--- src/hdl/bsfb_pkg.sv ---
// shared types and constants of the bmp stream to framebuffer blit
package bsfb_pkg;

	localparam int SCREEN_WIDTH   = 800;
	localparam int SCREEN_HEIGHT  = 480;
	localparam int MAX_IMAGE_SIDE = 1024;
	localparam int HEADER_BYTES   = 54;

	// image side counters hold values up to the largest side
	localparam int SIDE_W    = $clog2(MAX_IMAGE_SIDE + 1);
	localparam int HIDX_W    = $clog2(HEADER_BYTES + 1);
	// signed width for screen position sums
	localparam int POS_W     = 15;
	localparam int CFG_W     = 11;
	localparam int CFG_IDX_W = 2;
	localparam int X_W       = 10;
	localparam int Y_W       = 9;
	localparam int COLOR_W   = 24;

	localparam logic [CFG_IDX_W-1:0] REG_OFFSET_X = CFG_IDX_W'(0);
	localparam logic [CFG_IDX_W-1:0] REG_OFFSET_Y = CFG_IDX_W'(1);

	// header byte positions of the little-endian width and height
	localparam logic [HIDX_W-1:0] WIDTH_B0  = HIDX_W'(18);
	localparam logic [HIDX_W-1:0] WIDTH_B3  = HIDX_W'(21);
	localparam logic [HIDX_W-1:0] HEIGHT_B0 = HIDX_W'(22);
	localparam logic [HIDX_W-1:0] HEIGHT_B3 = HIDX_W'(25);
	localparam logic [HIDX_W-1:0] HDR_LAST  = HIDX_W'(HEADER_BYTES - 1);

	typedef enum logic [1:0] {
		PH_IDLE,
		PH_HEADER,
		PH_PIXELS
	} phase_t;

	typedef enum logic [1:0] {
		KIND_PIXEL      = 2'd0,
		KIND_SIZE_ERR   = 2'd1,
		KIND_OFFSET_ERR = 2'd2
	} kind_t;

	typedef struct packed {
		logic                valid;
		kind_t               kind;
		logic [X_W-1:0]      x;
		logic [Y_W-1:0]      y;
		logic [COLOR_W-1:0]  color;
	} result_t;

endpackage

--- src/hdl/bsfb_parser.sv ---
// byte parser: header decode, size and offset checks, pixel assembly
module bsfb_parser (
	input  logic                            clk,
	input  logic                            arst_n,
	input  logic                            accept,
	input  logic [7:0]                      data_byte,
	input  logic                            start_of_file,
	input  logic [bsfb_pkg::CFG_W-1:0]      offset_x,
	input  logic [bsfb_pkg::CFG_W-1:0]      offset_y,
	output bsfb_pkg::result_t               result
);

	localparam int SW = bsfb_pkg::SIDE_W;
	localparam int PW = bsfb_pkg::POS_W;
	localparam int HW = bsfb_pkg::HIDX_W;

	bsfb_pkg::phase_t phase_q, phase_n, phase_e;
	logic [HW-1:0] hidx_q, hidx_n, hidx_e;
	logic [SW-1:0] w_q, w_n, w_e, w_hdr;
	logic [SW-1:0] h_q, h_n, h_e, h_hdr;
	logic          wbig_q, wbig_n, wbig_e, wbig_hdr;
	logic          hbig_q, hbig_n, hbig_e, hbig_hdr;
	logic [SW-1:0] col_q, col_n, col_inc;
	logic [SW-1:0] row_q, row_n, row_inc;
	logic [1:0]    bip_q, bip_n;
	logic [1:0]    pad_q, pad_n;
	logic [7:0]    blue_q, blue_n, green_q, green_n;

	logic          in_w, in_h, hdr_last, size_bad, off_bad;
	logic [1:0]    byte_k;
	logic [31:0]   contrib;
	logic signed [PW-1:0] ox_s, oy_s, wx_sum, hy_sum, sx, sy;
	logic          on_screen, row_end;

	// restart folds into the header parse of the same byte
	assign phase_e = start_of_file ? bsfb_pkg::PH_HEADER : phase_q;
	assign hidx_e  = start_of_file ? '0 : hidx_q;
	assign w_e     = start_of_file ? '0 : w_q;
	assign h_e     = start_of_file ? '0 : h_q;
	assign wbig_e  = start_of_file ? 1'b0 : wbig_q;
	assign hbig_e  = start_of_file ? 1'b0 : hbig_q;

	assign in_w    = (hidx_e >= bsfb_pkg::WIDTH_B0) && (hidx_e <= bsfb_pkg::WIDTH_B3);
	assign in_h    = (hidx_e >= bsfb_pkg::HEIGHT_B0) && (hidx_e <= bsfb_pkg::HEIGHT_B3);
	assign byte_k  = in_w ? 2'(hidx_e - bsfb_pkg::WIDTH_B0) : 2'(hidx_e - bsfb_pkg::HEIGHT_B0);
	assign contrib = 32'(data_byte) << {byte_k, 3'b000};

	// low bits kept exactly, anything above the side range only as a flag
	assign w_hdr    = in_w ? (w_e | contrib[SW-1:0]) : w_e;
	assign wbig_hdr = wbig_e | (in_w && (|contrib[31:SW]));
	assign h_hdr    = in_h ? (h_e | contrib[SW-1:0]) : h_e;
	assign hbig_hdr = hbig_e | (in_h && (|contrib[31:SW]));
	assign hdr_last = (hidx_e == bsfb_pkg::HDR_LAST);

	assign size_bad = wbig_hdr || (w_hdr == '0) || (w_hdr > SW'(bsfb_pkg::MAX_IMAGE_SIDE))
	               || hbig_hdr || (h_hdr == '0) || (h_hdr > SW'(bsfb_pkg::MAX_IMAGE_SIDE));

	assign ox_s   = PW'($signed(offset_x));
	assign oy_s   = PW'($signed(offset_y));
	assign wx_sum = ox_s + $signed(PW'(w_hdr));
	assign hy_sum = oy_s + $signed(PW'(h_hdr));
	assign off_bad = (ox_s > PW'(bsfb_pkg::SCREEN_WIDTH)) || wx_sum[PW-1]
	              || (oy_s > PW'(bsfb_pkg::SCREEN_HEIGHT)) || hy_sum[PW-1];

	// pixel position, rows flipped
	assign sx = ox_s + $signed(PW'(col_q));
	assign sy = oy_s + $signed(PW'(h_q)) - $signed(PW'(row_q)) - $signed(PW'(1));
	assign on_screen = !sx[PW-1] && (sx < PW'(bsfb_pkg::SCREEN_WIDTH))
	                && !sy[PW-1] && (sy < PW'(bsfb_pkg::SCREEN_HEIGHT));

	assign col_inc = col_q + SW'(1);
	assign row_inc = row_q + SW'(1);
	assign row_end = (col_inc >= w_q);

	// next state
	always_comb begin
		phase_n = phase_q;
		hidx_n  = hidx_q;
		w_n     = w_q;
		h_n     = h_q;
		wbig_n  = wbig_q;
		hbig_n  = hbig_q;
		col_n   = col_q;
		row_n   = row_q;
		bip_n   = bip_q;
		pad_n   = pad_q;
		blue_n  = blue_q;
		green_n = green_q;
		if (accept) begin
			case (phase_e)
				bsfb_pkg::PH_HEADER: begin
					phase_n = bsfb_pkg::PH_HEADER;
					hidx_n  = hidx_e + HW'(1);
					w_n     = w_hdr;
					h_n     = h_hdr;
					wbig_n  = wbig_hdr;
					hbig_n  = hbig_hdr;
					if (hdr_last) begin
						if (size_bad || off_bad) begin
							phase_n = bsfb_pkg::PH_IDLE;
						end else begin
							phase_n = bsfb_pkg::PH_PIXELS;
							col_n   = '0;
							row_n   = '0;
							bip_n   = '0;
							pad_n   = '0;
						end
					end
				end
				bsfb_pkg::PH_PIXELS: begin
					if (pad_q != 2'd0) begin
						pad_n = pad_q - 2'd1;
						if (pad_q == 2'd1) begin
							col_n = '0;
							row_n = row_inc;
							if (row_inc >= h_q) phase_n = bsfb_pkg::PH_IDLE;
						end
					end else begin
						case (bip_q)
							2'd0: begin
								blue_n = data_byte;
								bip_n  = 2'd1;
							end
							2'd1: begin
								green_n = data_byte;
								bip_n   = 2'd2;
							end
							2'd2: begin
								bip_n = 2'd0;
								col_n = col_inc;
								if (row_end) begin
									// row padding to a multiple of four bytes is width mod 4
									pad_n = w_q[1:0];
									if (w_q[1:0] == 2'd0) begin
										col_n = '0;
										row_n = row_inc;
										if (row_inc >= h_q) phase_n = bsfb_pkg::PH_IDLE;
									end
								end
							end
							default: begin
								bip_n = 2'd0;
							end
						endcase
					end
				end
				default: begin
				end
			endcase
		end
	end

	// result of the accepted byte
	always_comb begin
		result = '0;
		if (accept) begin
			case (phase_e)
				bsfb_pkg::PH_HEADER: begin
					if (hdr_last && size_bad) begin
						result.valid = 1'b1;
						result.kind  = bsfb_pkg::KIND_SIZE_ERR;
					end else if (hdr_last && off_bad) begin
						result.valid = 1'b1;
						result.kind  = bsfb_pkg::KIND_OFFSET_ERR;
					end
				end
				bsfb_pkg::PH_PIXELS: begin
					if ((pad_q == 2'd0) && (bip_q == 2'd2) && on_screen) begin
						result.valid = 1'b1;
						result.kind  = bsfb_pkg::KIND_PIXEL;
						result.x     = sx[bsfb_pkg::X_W-1:0];
						result.y     = sy[bsfb_pkg::Y_W-1:0];
						result.color = {data_byte, green_q, blue_q};
					end
				end
				default: begin
				end
			endcase
		end
	end

	always_ff @(posedge clk or negedge arst_n) begin
		if (!arst_n) begin
			phase_q <= bsfb_pkg::PH_IDLE;
			hidx_q  <= '0;
			w_q     <= '0;
			h_q     <= '0;
			wbig_q  <= 1'b0;
			hbig_q  <= 1'b0;
			col_q   <= '0;
			row_q   <= '0;
			bip_q   <= '0;
			pad_q   <= '0;
			blue_q  <= '0;
			green_q <= '0;
		end else begin
			phase_q <= phase_n;
			hidx_q  <= hidx_n;
			w_q     <= w_n;
			h_q     <= h_n;
			wbig_q  <= wbig_n;
			hbig_q  <= hbig_n;
			col_q   <= col_n;
			row_q   <= row_n;
			bip_q   <= bip_n;
			pad_q   <= pad_n;
			blue_q  <= blue_n;
			green_q <= green_n;
		end
	end

	a_pixels_size_ok: assert property (@(posedge clk) disable iff (!arst_n)
		(phase_q == bsfb_pkg::PH_PIXELS) |-> (!wbig_q && !hbig_q && (w_q != '0) && (h_q != '0)
			&& (w_q <= SW'(bsfb_pkg::MAX_IMAGE_SIDE)) && (h_q <= SW'(bsfb_pkg::MAX_IMAGE_SIDE))))
		else $error("pixel phase entered with an invalid image size");

	// during row padding the column count sits at the image width
	a_counters_in_image: assert property (@(posedge clk) disable iff (!arst_n)
		(phase_q == bsfb_pkg::PH_PIXELS) |-> (((pad_q != 2'd0) || (col_q < w_q))
			&& (row_q < h_q) && (bip_q != 2'd3)))
		else $error("pixel counters left the image");

	a_padding_at_pixel_edge: assert property (@(posedge clk) disable iff (!arst_n)
		(phase_q == bsfb_pkg::PH_PIXELS && pad_q != 2'd0) |-> (bip_q == 2'd0 && col_q == w_q))
		else $error("row padding started inside a pixel");

endmodule

--- src/hdl/bmp_stream_to_framebuffer_blit_top.sv ---
// top level of the bmp stream to framebuffer blit
// an accepted byte's result item goes into the output register as the byte is taken
// one byte per cycle unless stalled; parser state updates in the same cycle it takes a byte
// input stalls only while a result item is held and the output side stalls
// reset (arst_n low, asynchronous) leaves the parser idle, offsets at zero, no item pending
// no clearing pass: the block takes items from the first cycle after reset
module bmp_stream_to_framebuffer_blit_top (
	input  logic                              clk,
	input  logic                              arst_n,
	// byte input
	input  logic                              in_valid,
	output logic                              in_stall,
	input  logic [7:0]                        data_byte,
	input  logic                              start_of_file,
	// result output
	output logic                              out_valid,
	input  logic                              out_stall,
	output logic [1:0]                        result_kind,
	output logic [bsfb_pkg::X_W-1:0]          screen_x,
	output logic [bsfb_pkg::Y_W-1:0]          screen_y,
	output logic [bsfb_pkg::COLOR_W-1:0]      pixel_color,
	// configuration writes
	input  logic                              cfg_we,
	input  logic [bsfb_pkg::CFG_IDX_W-1:0]    cfg_index,
	input  logic [bsfb_pkg::CFG_W-1:0]        cfg_data
);

	logic [bsfb_pkg::CFG_W-1:0] offset_x_q, offset_y_q;
	logic                       in_accept;
	logic                       out_load;
	bsfb_pkg::result_t          res;
	bsfb_pkg::result_t          out_q;
	logic                       out_valid_q;

	// offset registers, indexes beyond the list are dropped
	always_ff @(posedge clk or negedge arst_n) begin
		if (!arst_n) begin
			offset_x_q <= '0;
			offset_y_q <= '0;
		end else if (cfg_we) begin
			if (cfg_index == bsfb_pkg::REG_OFFSET_X) offset_x_q <= cfg_data;
			if (cfg_index == bsfb_pkg::REG_OFFSET_Y) offset_y_q <= cfg_data;
		end
	end

	// the output register frees up in the cycle its item is taken
	assign in_stall  = out_valid_q && out_stall;
	assign in_accept = in_valid && !in_stall;
	assign out_load  = !out_valid_q || !out_stall;

	bsfb_parser u_parser (
		.clk           (clk),
		.arst_n        (arst_n),
		.accept        (in_accept),
		.data_byte     (data_byte),
		.start_of_file (start_of_file),
		.offset_x      (offset_x_q),
		.offset_y      (offset_y_q),
		.result        (res)
	);

	always_ff @(posedge clk or negedge arst_n) begin
		if (!arst_n) begin
			out_valid_q <= 1'b0;
		end else if (out_load) begin
			out_valid_q <= res.valid;
		end
	end

	// payload needs no reset
	always_ff @(posedge clk) begin
		if (out_load && res.valid) begin
			out_q <= res;
		end
	end

	assign out_valid   = out_valid_q;
	assign result_kind = out_q.kind;
	assign screen_x    = out_q.x;
	assign screen_y    = out_q.y;
	assign pixel_color = out_q.color;

	a_result_needs_byte: assert property (@(posedge clk) disable iff (!arst_n)
		res.valid |-> in_accept)
		else $error("result produced without an accepted byte");

	a_error_payload_zero: assert property (@(posedge clk) disable iff (!arst_n)
		(out_valid_q && out_q.kind != bsfb_pkg::KIND_PIXEL) |->
			(out_q.x == '0 && out_q.y == '0 && out_q.color == '0))
		else $error("error item carries a position or colour");

	a_no_overwrite: assert property (@(posedge clk) disable iff (!arst_n)
		(out_valid_q && out_stall) |=> (out_valid_q && $stable(out_q)))
		else $error("held result item was overwritten");

endmodule
--- config.mk ---
export PLATFORM = sky130hd
export DESIGN_NAME = bmp_stream_to_framebuffer_blit_top
export DESIGN_NICKNAME = d
export VERILOG_FILES = /design/src/hdl/bsfb_pkg.sv /design/src/hdl/bsfb_parser.sv /design/src/hdl/bmp_stream_to_framebuffer_blit_top.sv
export SDC_FILE = /design/constraint.sdc
export NUM_CORES = 1
export LEC_CHECK = 0
export BUFFER_PORTS_ARGS = -buffer_cell sky130_fd_sc_hd__buf_2
export CAP_MARGIN = 20
export CORE_MARGIN = 4
export CORE_UTILIZATION = 58
export DETAILED_ROUTE_END_ITERATION = 6
export MAX_ROUTING_LAYER = met4
export PLACE_DENSITY = 0.82
export SYNTH_ARGS = -nofsm -noshare
export SYNTH_HDL_FRONTEND = slang
export SYNTH_SLANG_ARGS = --single-unit
--- constraint.sdc ---
create_clock -name clk -period 14.6 [get_ports clk]
set_input_delay 0.73 -clock clk [delete_from_list [all_inputs] [get_ports clk]]
set_output_delay 0.73 -clock clk [all_outputs]
set_load 0.05 [all_outputs]
# Word level (Yosys, flattened, before mapping)
# Cells that the tools add are included.
# Widths: inputs -> output; s select.
# classes
addsub	12
magnitude_cmp	12
n_eq_ne	14
shift	1
mux	47
bitwise_logic	5
reduce_logical	49
# ops
op	count
$mux 11	16
$mux 46	2
$add 11x12->13	4
$pmux 11 s2	2
$mux 43	1
$gt 11x11->1 const B	3
$mux 2	16
$shl 8x5->32	1
$add 11x1->11 const B	2
$ge 11x11->1	2
$logic_not 11->1	2
$or 11x11->11	2
$reduce_or 21->1	1
$reduce_and 6->1	3
$pmux 2 s2	4
$lt 15x10->1 const B	1
$lt 15x11->1 const B	1
$sub 15x12->15	1
$sub 15x2->15 const B	1
$logic_and 1x1->1	14
$ge 6x5->1 const B	2
$le 6x5->1 const B	2
$gt 11x10->1 const B	1
$logic_or 1x1->1	10
24 further kinds	46
# totals
reg_bits	142
inputBits	27
out_inout_bits	47
word_cells	159

# Logic depth before layout (Yosys ltp)
# logic_depth
word_depth	18
mapped_depth	21
ltp_nobuf	20

# By module
# From an unflattened synthesis, not the netlist that was laid out.
# hier_totals
cells_unflattened	875
hier_area_um2	8989.9
# modules_own_cells
mod	n_inst	cells_per_inst	area_each_um2	seq_area_each_um2
bsfb_parser	1	776	6750.2	1851.8
bmp_stream_to_framebuffer_blit_top	1	99	2239.6	1926.8

# Least setup slack after synthesis
# No wires, ideal clock.
# synth_timing
path_type	input to register
startpoint	input port start_of_file
endpoint	register out_q (netlist bit pixel_color[0]), enable pin
setup_time_ps	447
t_arrival_ps	5500
required_ps	14153
slack_ps	8652
cell_stages	18
n_path_buf	1
cell_sequence	and2b_1 inv_1 ha_1 o21ai_0 o22ai_1 and3_1 clkbuf_1 nand2_1 o21ai_0 ha_1 a21oi_1 a21oi_1 a2111o_1 a311oi_1 a211oi_2 a21oi_1 a31oi_1 nor2_1
# synth_rtl
item	line	text
start: declaration	bmp_stream_to_framebuffer_blit_top.sv:14	input logic start_of_file,
$mux 6	bsfb_parser.sv:37	assign hidx_e = start_of_file ? '0 : hidx_q;
$ge 6x5->1 / $le 6x5->1 (equally long branches)	bsfb_parser.sv:43	assign in_w = (hidx_e >= bsfb_pkg::WIDTH_B0) && (hidx_e <= bsfb_pkg::WIDTH_B3);
$logic_and 1x1->1	bsfb_parser.sv:43	
$mux 2	bsfb_parser.sv:45	assign byte_k = in_w ? 2'(hidx_e - bsfb_pkg::WIDTH_B0) : 2'(hidx_e - bsfb_pkg::HEIGHT_B0);
$shl 8x5->32	bsfb_parser.sv:46	assign contrib = 32'(data_byte) << {byte_k, 3'b000};
$or 11x11->11	bsfb_parser.sv:51	assign h_hdr = in_h ? (h_e | contrib[SW-1:0]) : h_e;
$mux 11 *	bsfb_parser.sv:51	
named net u_parser.h_hdr[6]	bsfb_parser.sv:20	logic [SW-1:0] h_q, h_n, h_e, h_hdr;
$add 11x12->13 / $logic_not 11->1 (equally long branches)	bsfb_parser.sv:61, bsfb_parser.sv:56	
$logic_or 1x1->1 (on tied branches)	bsfb_parser.sv:63, bsfb_parser.sv:56	
$logic_and 1x1->1 / $logic_or 1x1->1 (equally long branches)	bsfb_parser.sv:162, bsfb_parser.sv:56	
$mux 3 / $logic_and 1x1->1 (equally long branches)	bsfb_parser.sv:162, bsfb_parser.sv:159	
$mux 3 *	bsfb_parser.sv:159	if (hdr_last && size_bad) begin
$pmux 3 s2 *	bsfb_parser.sv:157	case (phase_e)
$mux 46 *	bsfb_parser.sv:156	if (accept) begin
$logic_and 1x1->1 *	bmp_stream_to_framebuffer_blit_top.sv:72	if (out_load && res.valid) begin
end signal: assignment	bmp_stream_to_framebuffer_blit_top.sv:73	out_q <= res;
end: declaration	bmp_stream_to_framebuffer_blit_top.sv:32	bsfb_pkg::result_t out_q;
# Mark *: on every way through the listed nets, which the timed path passes. The rest lies on a longest branch.
# A chain may end at the register's enable or synchronous reset.

# Worst setup path in the final report
# layout_timing
startpoint	input port start_of_file
endpoint	register u_parser.row_q[0]
# layout_rtl
item	line	text
$mux 6	bsfb_parser.sv:37	
$ge 6x5->1 / $le 6x5->1 (equally long branches)	bsfb_parser.sv:43	
$logic_and 1x1->1	bsfb_parser.sv:43	
$mux 2	bsfb_parser.sv:45	
$shl 8x5->32	bsfb_parser.sv:46	
$or 11x11->11	bsfb_parser.sv:51	
$mux 11 *	bsfb_parser.sv:51	
named net u_parser.h_hdr[6]	bsfb_parser.sv:20	
branches (longest 3 deep; another with $add 11x12->13)	-	
$logic_or 1x1->1 *	bsfb_parser.sv:99	if (size_bad || off_bad) begin
$ne 2x2->1 (no line) *	-	
$reduce_and 8->1 (no line) *	-	
end signal: assignment	bsfb_parser.sv:204	row_q <= row_n;
end: declaration	bsfb_parser.sv:24	logic [SW-1:0] row_q, row_n, row_inc;
# Mark *: on every way through the listed nets, which the timed path passes.

==> reports/results.ini <==
[clock_network]
clkSlewWorstSetupHoldPaths_ps = 60
numCtsBuffers = 17
postCtsHoldBufs = 0
clk_latency_ps = 440
htreeDepth = 4
post_cts_buffers = 0
cts_buffer_depth = 2
ctsResizeCount = 0
cts_tree = yes
cts_sinks = 142
cts-root-buf = clkbuf_16

[logic_synthesis]
postSynthNetCount = 1075
synth_common_cells = dfrtp_1 (97), nand2_1 (90), inv_1 (84)
synth.area.top_cells = dfrtp_1 (26%), edfxtp_1 (15%), ha_1 (11%)
synth_compound_area_frac = 0.184
synth_edf_count = 45
yosysWarnings = 0
synthesis.instances = 962
synth-xor-area-share = 0.0398
synthFlopType = dfrtp_1
synth_top_family_by_area = compound AO/OA/AOI/OAI gates
syn-cell-area_sq_um = 9250
syn_avg_cell_area_sq_um = 9.62
synthAdderAreaFrac = 0.119
synth_top_area_share = 0.262
ys_ff_latch = 142
ys_types = 73
synth.most_common_cell = dfrtp_1
async_flop_share = 0.683
synth_area_leader_cell = dfrtp_1
synth-simple-area-share = 0.175
synthMuxAreaShare = 0.0266
ys_seq_area_frac = 0.408

[power]
clock_power_share = 0.418
total_power_mw = 1.08
seq_power_share = 0.415
pwr_density_cell_nw_per_um2 = 104
intPower_mw = 0.766
power_switching_share = 0.291
p_sw_mw = 0.315
p_leak_nw = 4.71
ir_drop_uv = 76.9
power.share.combinational = 0.166

[critical_path]
critPathKind = input pin to register
arrival_ps = 5380
crit_family = compound AO/OA/AOI/OAI gates
critPathCaptureType = register
crit_path_start_kind = input pin
path_buf_inv = 2
critPathMaxFanout = 34
max_stage_delay_ps = 570
cp_cell_sequence = buf_2, and2b_1, inv_1, ha_1, o21ai_0, o22ai_1, and3_1, nand2_1, o21ai_0, ha_1, nand3_1, nor3_1, a2111o_1, a311oi_1, a211oi_2, a41oi_4, nor3_4, mux2_2
slowest_stage = a41oi_4
cp.required_ps = 14920

[die]
rows = 45
dieArea_sq_um = 18000
core_sq_um = 15400
io_pins = 74
die_w_um = 134
die_h_um = 134
start_util = 0.600

[job]
drv_cap = 0

[sta]
finClkSkew_ps = 8.35
rsz0062_at_grt = no
worstMarginPinSlew_ps = 1150
fmax_mhz = 198
period_minus_slack_ps = 5060
final.period_utilization = 0.347
setup_viol = 0
relSlewSlack = 0.222
fin_setup_tns_ps = 0
hold_viol = 0
maxSlewViolCount = 0
setup_ws_ps = 9540

[global_route]
grt_usage = 0.278
use_met1 = 0.370
grt_pass1_vias = 7187
grt_max_degree = 68
grt_use_met2 = 0.429
top_usage_layer = met2
grt_pass1_wl_mm = 38.1
overflow = 0
antenna_found_initial = 0
met3_usage = 0.0551

[finish]
area_growth_pct = 12.8
fill_cells = 1238
finalNetCount = 1142
drive_gt1_frac = 0.141

[drt]
avgRoutedWirePerCell_um = 19.2
drc_errors = 0
routed_wl_mm = 24.1
dr.pass1.iters = 6
dr_total_vias = 7835
drt_first_iter_violations = 642
viasPerCell = 6.25
antenna_left = 0

[placement]
portBuffers = 73
place_congestion = 0.986
hpwl_mm = 17.4
place_ws_ps = 8810

[status]
status = finished clean

[worst_hold_path]
hold_path_class = input pin to async pin

cell usage in the layout (no fill, tap or decap), drive strengths merged, types with 30 or more instances in the layout:
master	n
nand2	90
ha	83
nor3	58
edfxtp	45
inv	88
buf	78
nor2	43
dfrtp	97
o21ai	74
a22o	33
a21oi	30
cell families (layout without fill, tap and decap cells):
group | Yosys count | in the layout
adders and majority gates | 86 | 86
AOI/OAI and AO/OA | 244 | 244
and+or+nand+nor | 312 | 312
xor gates and xnor gates | 42 | 42
DFF | 142 | 142
muxes | 22 | 22
buffers and inverters | 114 | 194
other | 0 | 1
power by group through the flow:
stage	logic (mW)	clock network (mW)	registers [mW]
CTS	0.177	0.454	0.447
global placement	0.171	0	0.454
floorplan	0.133	0	0.442
finish	0.180	0.452	0.449
detailed placement	0.175	0	0.454
global route	0.200	0.474	0.450
layout make-up:
cell class                 instances  area, sq um  area share
antenna                            1         2.50    0.000240
clock buffer                      18          429      0.0411
clock inverter                    14          181      0.0174
inverter                          84          315      0.0302
multi-input combinational        706         5040       0.483
sequential                       142         3780       0.362
tap                              211          264      0.0253
timing repair buffer              78          418      0.0401
per-layer routing:
layer  vias to the layer above  part of all wire
li1                       3654                 -
met1                      3721              0.43
met2                       397              0.46
met3                        63             0.089
met4                         0             0.025
met5                         -                 0
sequential cells by signal, indices dropped and copies added (netlist names), 8 cells and up:
register	cells
pixel_color	24
offset_x_q	11
offset_y_q	11
u_parser.col_q	11
u_parser.h_q	11
u_parser.row_q	11
u_parser.w_q	11
screen_x	10
screen_y	9
u_parser.blue_q	8
u_parser.green_q	8
worst reg2reg max path, cell delays in order (launching register included):
cell and delay [ps]:
dfrtp_1 490, ha_1 230, inv_1 50, fa_1 400
nor2b_1 130, o21ai_0 140, nor2b_1 180, xnor2_1 240
ha_1 360, nand3_1 120, o211ai_1 100, o41ai_1 470
o21ai_0 260, xor2_1 200, nor4_1 340, a31oi_1 190
nor2_4 260, buf_12 260
per-stage QoR:
| stage | hold slack, ps | std cells | instance area [sq um] | utilization |
|---|---|---|---|---|
| 6_report | 237 | 1254 | 10400 | 0.676 |
| 3_3_place_gp | 461 | 1220 | 9800 | 0.635 |
| 4_1_cts | 254 | 1252 | 10400 | 0.675 |
| 2_1_floorplan | 434 | 962 | 9250 | - |
| 3_5_place_dp | 467 | 1220 | 9800 | 0.635 |
| 5_1_grt | 270 | 1253 | 10400 | 0.676 |
final timing paths:
kind,start,endpoint,slack (ps),depth (start not counted)
max in group asynchronous,arst_n,u_parser.col_q[7]$_DFFE_PN0P_,13180,2
worst min-delay path,arst_n,u_parser.row_q[3]$_DFFE_PN0P_,240,1
worst max-delay path,start_of_file,u_parser.row_q[0]$_DFFE_PN0P_,9540,18
min in group clk,u_parser.green_q[6]$_DFFE_PN0P_,u_parser.green_q[6]$_DFFE_PN0P_,480,2
worst max register to register,u_parser.h_q[0]$_DFFE_PN0P_,pixel_color[22]$_SDFFCE_PN0P_,9850,17
worst min register to register,u_parser.green_q[6]$_DFFE_PN0P_,u_parser.green_q[6]$_DFFE_PN0P_,480,2
Power figures use the tool's default switching activity.
